**src/design/pprq_pkg.sv**
```systemverilog
// Package for the pending packet release queue.
// Holds the field widths, the stored entry layout and the request and result codes.
// Has no dependencies.
package pprq_pkg;

  localparam int unsigned HandleW = 16;
  localparam int unsigned LengthW = 11;
  localparam int unsigned IpW     = 32;
  localparam int unsigned MacW    = 48;

  localparam logic REQ_ENQUEUE = 1'b0;
  localparam logic REQ_RESOLVE = 1'b1;

  typedef enum logic [1:0] {
    KIND_ENQUEUED = 2'd0,
    KIND_DROPPED  = 2'd1,
    KIND_RELEASED = 2'd2,
    KIND_NO_MATCH = 2'd3
  } kind_e;

  typedef struct packed {
    logic [HandleW-1:0] handle;
    logic [LengthW-1:0] length;
    logic [IpW-1:0]     ip;
  } entry_t;

endpackage

```
**src/design/pending_packet_release_queue_unit.sv**
```systemverilog
// Top level of the pending packet release queue: a ring of packets waiting for
// address resolution. Depends on pprq_pkg, pprq_entry_ram and pprq_seq.
//
//   channel  direction  handshake             payload
//   in       input      in_valid_i/in_stall_o req_type, packet_handle, packet_length,
//                                             dest_ip, resolved_mac
//   out      output     out_valid_o/out_stall_i result_kind, out_handle, out_length,
//                                             out_mac, last
//
// An enqueue's result shows in the cycle after the enqueue is taken.
// A resolve reads and compares each slot from head to tail on the single memory
// read port and IP comparator, then retires freed head slots, then gives its last result.
// Reset empties the ring; the entry memory is not cleared.
// A stalled result register holds new items off; the walk waits only when a
// second release is ready while the register is still full.
module pending_packet_release_queue_unit #(
  parameter int unsigned DEPTH = 16
) (
  input  logic                          clk_i,
  input  logic                          rst_ni,
  input  logic                          in_valid_i,
  output logic                          in_stall_o,
  input  logic                          req_type_i,
  input  logic [pprq_pkg::HandleW-1:0]  packet_handle_i,
  input  logic [pprq_pkg::LengthW-1:0]  packet_length_i,
  input  logic [pprq_pkg::IpW-1:0]      dest_ip_i,
  input  logic [pprq_pkg::MacW-1:0]     resolved_mac_i,
  output logic                          out_valid_o,
  input  logic                          out_stall_i,
  output logic [1:0]                    result_kind_o,
  output logic [pprq_pkg::HandleW-1:0]  out_handle_o,
  output logic [pprq_pkg::LengthW-1:0]  out_length_o,
  output logic [pprq_pkg::MacW-1:0]     out_mac_o,
  output logic                          last_o
);
  import pprq_pkg::*;

  localparam int unsigned IdxW = $clog2(DEPTH);

  logic            wr_en;
  logic [IdxW-1:0] wr_addr;
  entry_t          wr_data;
  logic            rd_en;
  logic [IdxW-1:0] rd_addr;
  entry_t          rd_data;
  kind_e           kind;

  pprq_entry_ram #(
    .DEPTH (DEPTH),
    .IdxW  (IdxW)
  ) u_ram (
    .clk_i     (clk_i),
    .wr_en_i   (wr_en),
    .wr_addr_i (wr_addr),
    .wr_data_i (wr_data),
    .rd_en_i   (rd_en),
    .rd_addr_i (rd_addr),
    .rd_data_o (rd_data)
  );

  pprq_seq #(
    .DEPTH (DEPTH),
    .IdxW  (IdxW)
  ) u_seq (
    .clk_i           (clk_i),
    .rst_ni          (rst_ni),
    .in_valid_i      (in_valid_i),
    .in_stall_o      (in_stall_o),
    .req_type_i      (req_type_i),
    .packet_handle_i (packet_handle_i),
    .packet_length_i (packet_length_i),
    .dest_ip_i       (dest_ip_i),
    .resolved_mac_i  (resolved_mac_i),
    .out_valid_o     (out_valid_o),
    .out_stall_i     (out_stall_i),
    .result_kind_o   (kind),
    .out_handle_o    (out_handle_o),
    .out_length_o    (out_length_o),
    .out_mac_o       (out_mac_o),
    .last_o          (last_o),
    .wr_en_o         (wr_en),
    .wr_addr_o       (wr_addr),
    .wr_data_o       (wr_data),
    .rd_en_o         (rd_en),
    .rd_addr_o       (rd_addr),
    .rd_data_i       (rd_data)
  );

  assign result_kind_o = kind;

endmodule

```
**src/design/pprq_entry_ram.sv**
```systemverilog
// Entry memory of the pending packet ring: one write port, one read port,
// registered read data. Depends on pprq_pkg.
module pprq_entry_ram #(
  parameter int unsigned DEPTH = 16,
  parameter int unsigned IdxW  = 4
) (
  input  logic              clk_i,
  input  logic              wr_en_i,
  input  logic [IdxW-1:0]   wr_addr_i,
  input  pprq_pkg::entry_t  wr_data_i,
  input  logic              rd_en_i,
  input  logic [IdxW-1:0]   rd_addr_i,
  output pprq_pkg::entry_t  rd_data_o
);
  import pprq_pkg::*;

  entry_t mem_q [DEPTH];
  entry_t rd_data_q;

  always_ff @(posedge clk_i) begin
    if (wr_en_i) begin
      mem_q[wr_addr_i] <= wr_data_i;
    end
    if (rd_en_i) begin
      rd_data_q <= mem_q[rd_addr_i];
    end
  end

  assign rd_data_o = rd_data_q;

endmodule

```
**src/design/pprq_seq.sv**
```systemverilog
// Sequencer of the pending packet ring: pointers, pending marks, slot walk with one
// shared IP comparator, and the result register. Depends on pprq_pkg.
module pprq_seq #(
  parameter int unsigned DEPTH = 16,
  parameter int unsigned IdxW  = 4
) (
  input  logic                          clk_i,
  input  logic                          rst_ni,
  input  logic                          in_valid_i,
  output logic                          in_stall_o,
  input  logic                          req_type_i,
  input  logic [pprq_pkg::HandleW-1:0]  packet_handle_i,
  input  logic [pprq_pkg::LengthW-1:0]  packet_length_i,
  input  logic [pprq_pkg::IpW-1:0]      dest_ip_i,
  input  logic [pprq_pkg::MacW-1:0]     resolved_mac_i,
  output logic                          out_valid_o,
  input  logic                          out_stall_i,
  output pprq_pkg::kind_e               result_kind_o,
  output logic [pprq_pkg::HandleW-1:0]  out_handle_o,
  output logic [pprq_pkg::LengthW-1:0]  out_length_o,
  output logic [pprq_pkg::MacW-1:0]     out_mac_o,
  output logic                          last_o,
  output logic                          wr_en_o,
  output logic [IdxW-1:0]               wr_addr_o,
  output pprq_pkg::entry_t              wr_data_o,
  output logic                          rd_en_o,
  output logic [IdxW-1:0]               rd_addr_o,
  input  pprq_pkg::entry_t              rd_data_i
);
  import pprq_pkg::*;

  typedef enum logic [2:0] {
    S_IDLE,
    S_READ,
    S_CMP,
    S_HEAD,
    S_FIN
  } state_e;

  state_e              state_q;
  logic [IdxW-1:0]     head_q;
  logic [IdxW-1:0]     tail_q;
  logic [IdxW-1:0]     cur_q;
  logic [DEPTH-1:0]    pend_q;
  logic [IpW-1:0]      ip_q;
  logic [MacW-1:0]     mac_q;
  logic                hold_valid_q;
  logic [HandleW-1:0]  hold_handle_q;
  logic [LengthW-1:0]  hold_length_q;

  logic                out_valid_q;
  kind_e               out_kind_q;
  logic [HandleW-1:0]  out_handle_q;
  logic [LengthW-1:0]  out_length_q;
  logic [MacW-1:0]     out_mac_q;
  logic                out_last_q;

  logic                out_free;
  logic                in_acc;
  logic                full;
  logic                hit;
  logic [IdxW-1:0]     tail_nxt;
  logic [IdxW-1:0]     head_nxt;
  logic [IdxW-1:0]     cur_nxt;

  function automatic logic [IdxW-1:0] ring_next(input logic [IdxW-1:0] idx);
    logic [IdxW-1:0] res;
    if (idx == IdxW'(DEPTH - 1)) begin
      res = '0;
    end else begin
      res = idx + 1'b1;
    end
    return res;
  endfunction

  always_comb begin
    out_free   = !out_valid_q || !out_stall_i;
    in_stall_o = (state_q != S_IDLE) || !out_free;
    in_acc     = in_valid_i && !in_stall_o;
    tail_nxt   = ring_next(tail_q);
    head_nxt   = ring_next(head_q);
    cur_nxt    = ring_next(cur_q);
    full       = (tail_nxt == head_q);
    hit        = pend_q[cur_q] && (rd_data_i.ip == ip_q);
    wr_en_o    = in_acc && (req_type_i == REQ_ENQUEUE) && !full;
    wr_addr_o  = tail_q;
    wr_data_o  = '{handle: packet_handle_i, length: packet_length_i, ip: dest_ip_i};
    rd_en_o    = (state_q == S_READ) && (cur_q != tail_q);
    rd_addr_o  = cur_q;
  end

  always_ff @(posedge clk_i or negedge rst_ni) begin
    if (!rst_ni) begin
      state_q       <= S_IDLE;
      head_q        <= '0;
      tail_q        <= '0;
      cur_q         <= '0;
      pend_q        <= '0;
      hold_valid_q  <= 1'b0;
      out_valid_q   <= 1'b0;
      out_kind_q    <= KIND_ENQUEUED;
      out_last_q    <= 1'b0;
      out_handle_q  <= '0;
      out_length_q  <= '0;
      out_mac_q     <= '0;
    end else begin
      if (out_valid_q && !out_stall_i) begin
        out_valid_q <= 1'b0;
      end
      case (state_q)
        S_IDLE: begin
          if (in_acc) begin
            if (req_type_i == REQ_ENQUEUE) begin
              out_valid_q  <= 1'b1;
              out_handle_q <= '0;
              out_length_q <= '0;
              out_mac_q    <= '0;
              out_last_q   <= 1'b1;
              if (full) begin
                out_kind_q <= KIND_DROPPED;
              end else begin
                out_kind_q     <= KIND_ENQUEUED;
                pend_q[tail_q] <= 1'b1;
                tail_q         <= tail_nxt;
              end
            end else begin
              ip_q         <= dest_ip_i;
              mac_q        <= resolved_mac_i;
              cur_q        <= head_q;
              hold_valid_q <= 1'b0;
              state_q      <= S_READ;
            end
          end
        end
        S_READ: begin
          if (cur_q == tail_q) begin
            state_q <= S_HEAD;
          end else begin
            state_q <= S_CMP;
          end
        end
        S_CMP: begin
          if (!(hit && hold_valid_q && !out_free)) begin
            if (hit) begin
              if (hold_valid_q) begin
                out_valid_q  <= 1'b1;
                out_kind_q   <= KIND_RELEASED;
                out_handle_q <= hold_handle_q;
                out_length_q <= hold_length_q;
                out_mac_q    <= mac_q;
                out_last_q   <= 1'b0;
              end
              hold_valid_q   <= 1'b1;
              hold_handle_q  <= rd_data_i.handle;
              hold_length_q  <= rd_data_i.length;
              pend_q[cur_q]  <= 1'b0;
            end
            cur_q   <= cur_nxt;
            state_q <= S_READ;
          end
        end
        S_HEAD: begin
          if ((head_q != tail_q) && !pend_q[head_q]) begin
            head_q <= head_nxt;
          end else begin
            state_q <= S_FIN;
          end
        end
        S_FIN: begin
          if (out_free) begin
            out_valid_q <= 1'b1;
            out_last_q  <= 1'b1;
            if (hold_valid_q) begin
              out_kind_q   <= KIND_RELEASED;
              out_handle_q <= hold_handle_q;
              out_length_q <= hold_length_q;
              out_mac_q    <= mac_q;
            end else begin
              out_kind_q   <= KIND_NO_MATCH;
              out_handle_q <= '0;
              out_length_q <= '0;
              out_mac_q    <= '0;
            end
            state_q <= S_IDLE;
          end
        end
        default: begin
          state_q <= S_IDLE;
        end
      endcase
    end
  end

  assign out_valid_o   = out_valid_q;
  assign result_kind_o = out_kind_q;
  assign out_handle_o  = out_handle_q;
  assign out_length_o  = out_length_q;
  assign out_mac_o     = out_mac_q;
  assign last_o        = out_last_q;

endmodule

```
**config.mk**
```make
export PLATFORM = sky130hd
export DESIGN_NAME = pending_packet_release_queue_unit
export DESIGN_NICKNAME = d
export VERILOG_FILES = /design/src/design/pprq_pkg.sv /design/src/design/pending_packet_release_queue_unit.sv /design/src/design/pprq_entry_ram.sv /design/src/design/pprq_seq.sv
export SDC_FILE = /design/constraint.sdc
export NUM_CORES = 1
export LEC_CHECK = 0
export ABC_AREA = 1
export BUFFER_PORTS_ARGS = -buffer_cell sky130_fd_sc_hd__buf_2
export CAP_MARGIN = 20
export CELL_PAD_IN_SITES_DETAIL_PLACEMENT = 0
export CELL_PAD_IN_SITES_GLOBAL_PLACEMENT = 1
export CORE_ASPECT_RATIO = 1.5
export CORE_UTILIZATION = 25
export DETAILED_ROUTE_END_ITERATION = 12
export PLACE_DENSITY = 0.47
export SLEW_MARGIN = 20
export SYNTH_ARGS = -nofsm -noshare
export SYNTH_HDL_FRONTEND = slang
export SYNTH_HIERARCHICAL = 1
export SYNTH_SLANG_ARGS = --single-unit
```
**constraint.sdc**
```tcl
create_clock -name clk_i -period 6.5 [get_ports clk_i]
set_input_delay 0.325 -clock clk_i [delete_from_list [all_inputs] [get_ports clk_i]]
set_output_delay 0.325 -clock clk_i [all_outputs]
set_load 0.01 [all_outputs]
```
==> run summary <==
r2r startpoint: u_seq/wr_addr_o[0]
met2 wire len: 85,200 um
FF+latch area: 36,100 um2
GRT overflow: 0
post-synthesis mux area share: 0%
depth of the worst register-to-register path: 12
highest clock rate: 242 MHz
Final setup viols: 0
Worst Setup Start Kind: register
#FFs+latches synth: 1,221
fraction of synthesized cell area taken by the top area cell type: 62.5%
Setup Crit Path Kind: register to register
Critical R2R Capture: u_ram/mem_q[2][36]
Leak Pwr: 26.7 nW
drt drc: 0
synth top area cells: edfxtp_1 62%, nand2_1 11%, nand3_1 7.1%
commonest cells in the synthesized netlist: 1,597 x nand2_1, 1,110 x edfxtp_1, 964 x inv_1
Iteration-0 DRC Markers: 1,911
met3 wire length: 6920 um
ys async rst share: 9.09%
flop2flop setup slack: 2.37 ns
vias in the first global route: 35,000
internal power: 16.0 mW
CTS tree: built
Clock Latency Late Sink: 0.81 ns
top-count cell post-synth: nand2_1
Mapped Cells: 5,237
largest family of logic cells by synthesized area: simple AND/OR/NAND/NOR gates
top sig layer: met5
DRT Wirelength: 171,000 um
RSZ-0062 raised after global routing: no
Max Slew Vio Count: 0
Starting Density: 25.1%
Final GP Congestion: 0.796
ratio of cells with drive above 1 in the final layout: 8.70%
fin crit period: 4.13 ns
Sw Share: 37.0%
number of flops mapped to enable cells by yosys: 1,110
CTS buffer count: 145
Die Footprint: 215,000 um2
crit path DAT: 4.51 ns
max-cap violations: 0
filler instances: 22,000
WHS Path Cells: 1
DR WL/cell: 20.4 um
Syn Area/Cell: 10.2 um2
post-synthesis compound-gate area fraction: 1.91%
sequential share of power: 38.8%
area occupied by multi-input gates: 12,000 um2
initial antenna violation count: 19
drt pass-1 iters: 5
post-synthesis adder-cell area fraction: 0.211%
via count: 35,300
Final #Nets: 5,553
simple logic cell fraction of the synthesized area: 19.9%
deepest level of the CTS H-tree: 4
Slew @ Worst Pin: 1.00 ns
Synth cell types: 33
number of port buffers: 191
clock share of power: 31.5%
status: complete, no violations
Via-to-Cell Ratio: 4.22
IO Count: 192
Hold WC Path Type: primary input to register
Max rail drop VDD: 0.271 mV
Layout Skew: 0.0631 ns
Worst setup EP type: register
Hold Fails Final Rpt: 0
CP Max Fanout: 45
post-layout util: 29.5%
Yosys warning count: 6
Die X-Extent: 379 um
Hold Path Origin: packet_handle_i[5]
Worst Hold Path EP: u_ram/mem_q[1][48]
root buf cell: clkbuf_16
logic gate share of total power: 29.7%
XOR/XNOR Fraction of Synth Area: 0.246%
Sw Pwr: 9.39 mW
Global Route Usage Sum: 15.8%
met1 wire length: 72,700 um
setup TNS: 0 ns
Slew headroom: 33.0%
sequential-to-total area share from yosys stat: 67.7%
area delta synth->final: 17.2%
worst path required time: 6.88 ns
Main synth FF type: edfxtp_1
Synth area leader: edfxtp_1
Post-DRT Antenna Nets: 0
largest net degree at the start of global routing: 176
Die Y: 568 um
cell area after synthesis: 53,300 um2
fin crit share: 63.5%
Rows: 207
Core Box Area: 212,000 um2
Max clock buf depth: 4
Sink Count: 1,221
clock-pin slew on the worst setup and hold paths: 0.07 ns
first-pass GRT wire length: 247,000 um
PwrDens: 406 nW/um2
Net Count, Synth: 5,358
Post-CTS Setup Bufs: 0
hpwl dp: 99,100 um
[state kept, by name (all words and copies together), names as in the netlist]
signal	flops
u_ram/mem_q	944
u_ram/rd_data_o	59
u_seq/head_q	4
u_seq/hold_handle_q	16
u_seq/hold_length_q	11
u_seq/hold_valid_q	1
u_seq/ip_q	32
u_seq/last_o	1
u_seq/mac_q	48
u_seq/out_handle_o	16
u_seq/out_length_o	11
u_seq/out_mac_o	48
u_seq/out_valid_o	1
u_seq/pend_q	16
u_seq/rd_addr_o	4
u_seq/result_kind_o	2
u_seq/state_q	3
u_seq/wr_addr_o	4
[layer usage]
layer / vias up / global-route usage, %
li1: 17100 / -
met1: 17200 / 19.4
met2: 681 / 27.7
met5: - / 0
met4: 10 / 5.61
met3: 253 / 2.37
[stage by stage]
| step | hold slack [ns] | area, um2 | std cells | setup slack, ns | total power, mW |
|---|---|---|---|---|---|
| after CTS | 0.00581 | 62500 | 8348 | 2.27 | 25.9 |
| after detailed placement | 0.271 | 57000 | 8004 | 2.34 | 17.7 |
| after global placement | 0.267 | 56900 | 8002 | 2.39 | 17.7 |
| after global routing | 0.0238 | 62500 | 8353 | 2.09 | 26.9 |
| final | 0.0457 | 62500 | 8355 | 2.37 | 25.4 |
| after floorplan | 0.0294 | 53300 | 5237 | 1.61 | 14.7 |
[worst max-delay path, cell delays in order, from the launching register on]
cell     delay (ns)
dfrtp_1        0.56
inv_1          0.16
ha_1           0.35
inv_1          0.09
nand2_1        0.06
nand3_1        0.10
nor3_1         0.05
nand2_1        0.13
nand3_1        0.21
inv_1          0.23
nand3_1        0.38
nor2_4         0.59
buf_4          0.74
[power by group through the flow]
| stage | clock (mW) | sequential (mW) | combinational, mW |
|---|---|---|---|
| detailed placement | 0 | 10.0 | 7.68 |
| CTS | 8.29 | 9.85 | 7.77 |
| global placement | 0 | 10.0 | 7.72 |
| global route | 8.54 | 9.91 | 8.43 |
| finish | 8.00 | 9.84 | 7.54 |
| floorplan | 0 | 9.81 | 4.85 |
[repair_timing]
action,CTS,global route
hold endpoints to repair,799,0
gates resized for setup,0,0
hold buffers,101,0
[cell families (layout without fill, tap and decap cells)]
group | count (synthesis) | count (layout)
buffers and inverters | 1275 | 1566
other | 0 | 6
AND/OR/NAND/NOR | 2556 | 2556
AO/OA/AOI/OAI | 161 | 161
flip-flops | 1221 | 1221
XOR/XNOR | 15 | 15
adder cells (fa/ha/maj) | 9 | 9
[placed cells by master (no fill, tap or decap), types with 26 or more instances in the layout]
cell type / netlist / layout
nand2_1: 1597 / 1597
edfxtp_1: 1110 / 1110
inv_1: 964 / 962
nand3_1: 757 / 757
buf_2: 116 / 190
nor2_1: 181 / 163
clkbuf_16: 0 / 150
dfrtp_1: 111 / 107
dlygate4sd3_1: 0 / 101
o21bai_1: 78 / 78
o21ai_0: 72 / 72
buf_4: 82 / 44
clkinv_1: 0 / 29
clkbuf_1: 63 / 26
[worst max path at each step]
| stage | start | to | slack (ns) |
|---|---|---|---|
| 6_report | u_seq/wr_addr_o[0] | u_ram/mem_q[2][36] | 2.37 |
| 5_1_grt | u_seq/wr_addr_o[0] | u_ram/mem_q[2][42] | 2.09 |
| 4_1_cts | u_seq/rd_addr_o[1] | u_seq/out_handle_o[9] | 2.27 |
| 3_5_place_dp | u_seq/rd_addr_o[1] | u_seq/out_handle_o[9] | 2.34 |
| 3_3_place_gp | u_seq/rd_addr_o[1] | u_seq/out_handle_o[3] | 2.39 |
| 2_1_floorplan | u_seq/state_q[0] | u_seq/ip_q[0] | 1.61 |
[final cells by class]
class	instances	share of cell area (%)
sequential	1221	57.8
multi-input combinational	2741	19.3
clock buffer	179	6.23
inverter	971	5.87
tap	2821	5.65
timing repair buffer	352	4.19
clock inverter	64	0.995
antenna	6	0.0240
Power figures use the tool's default switching activity.
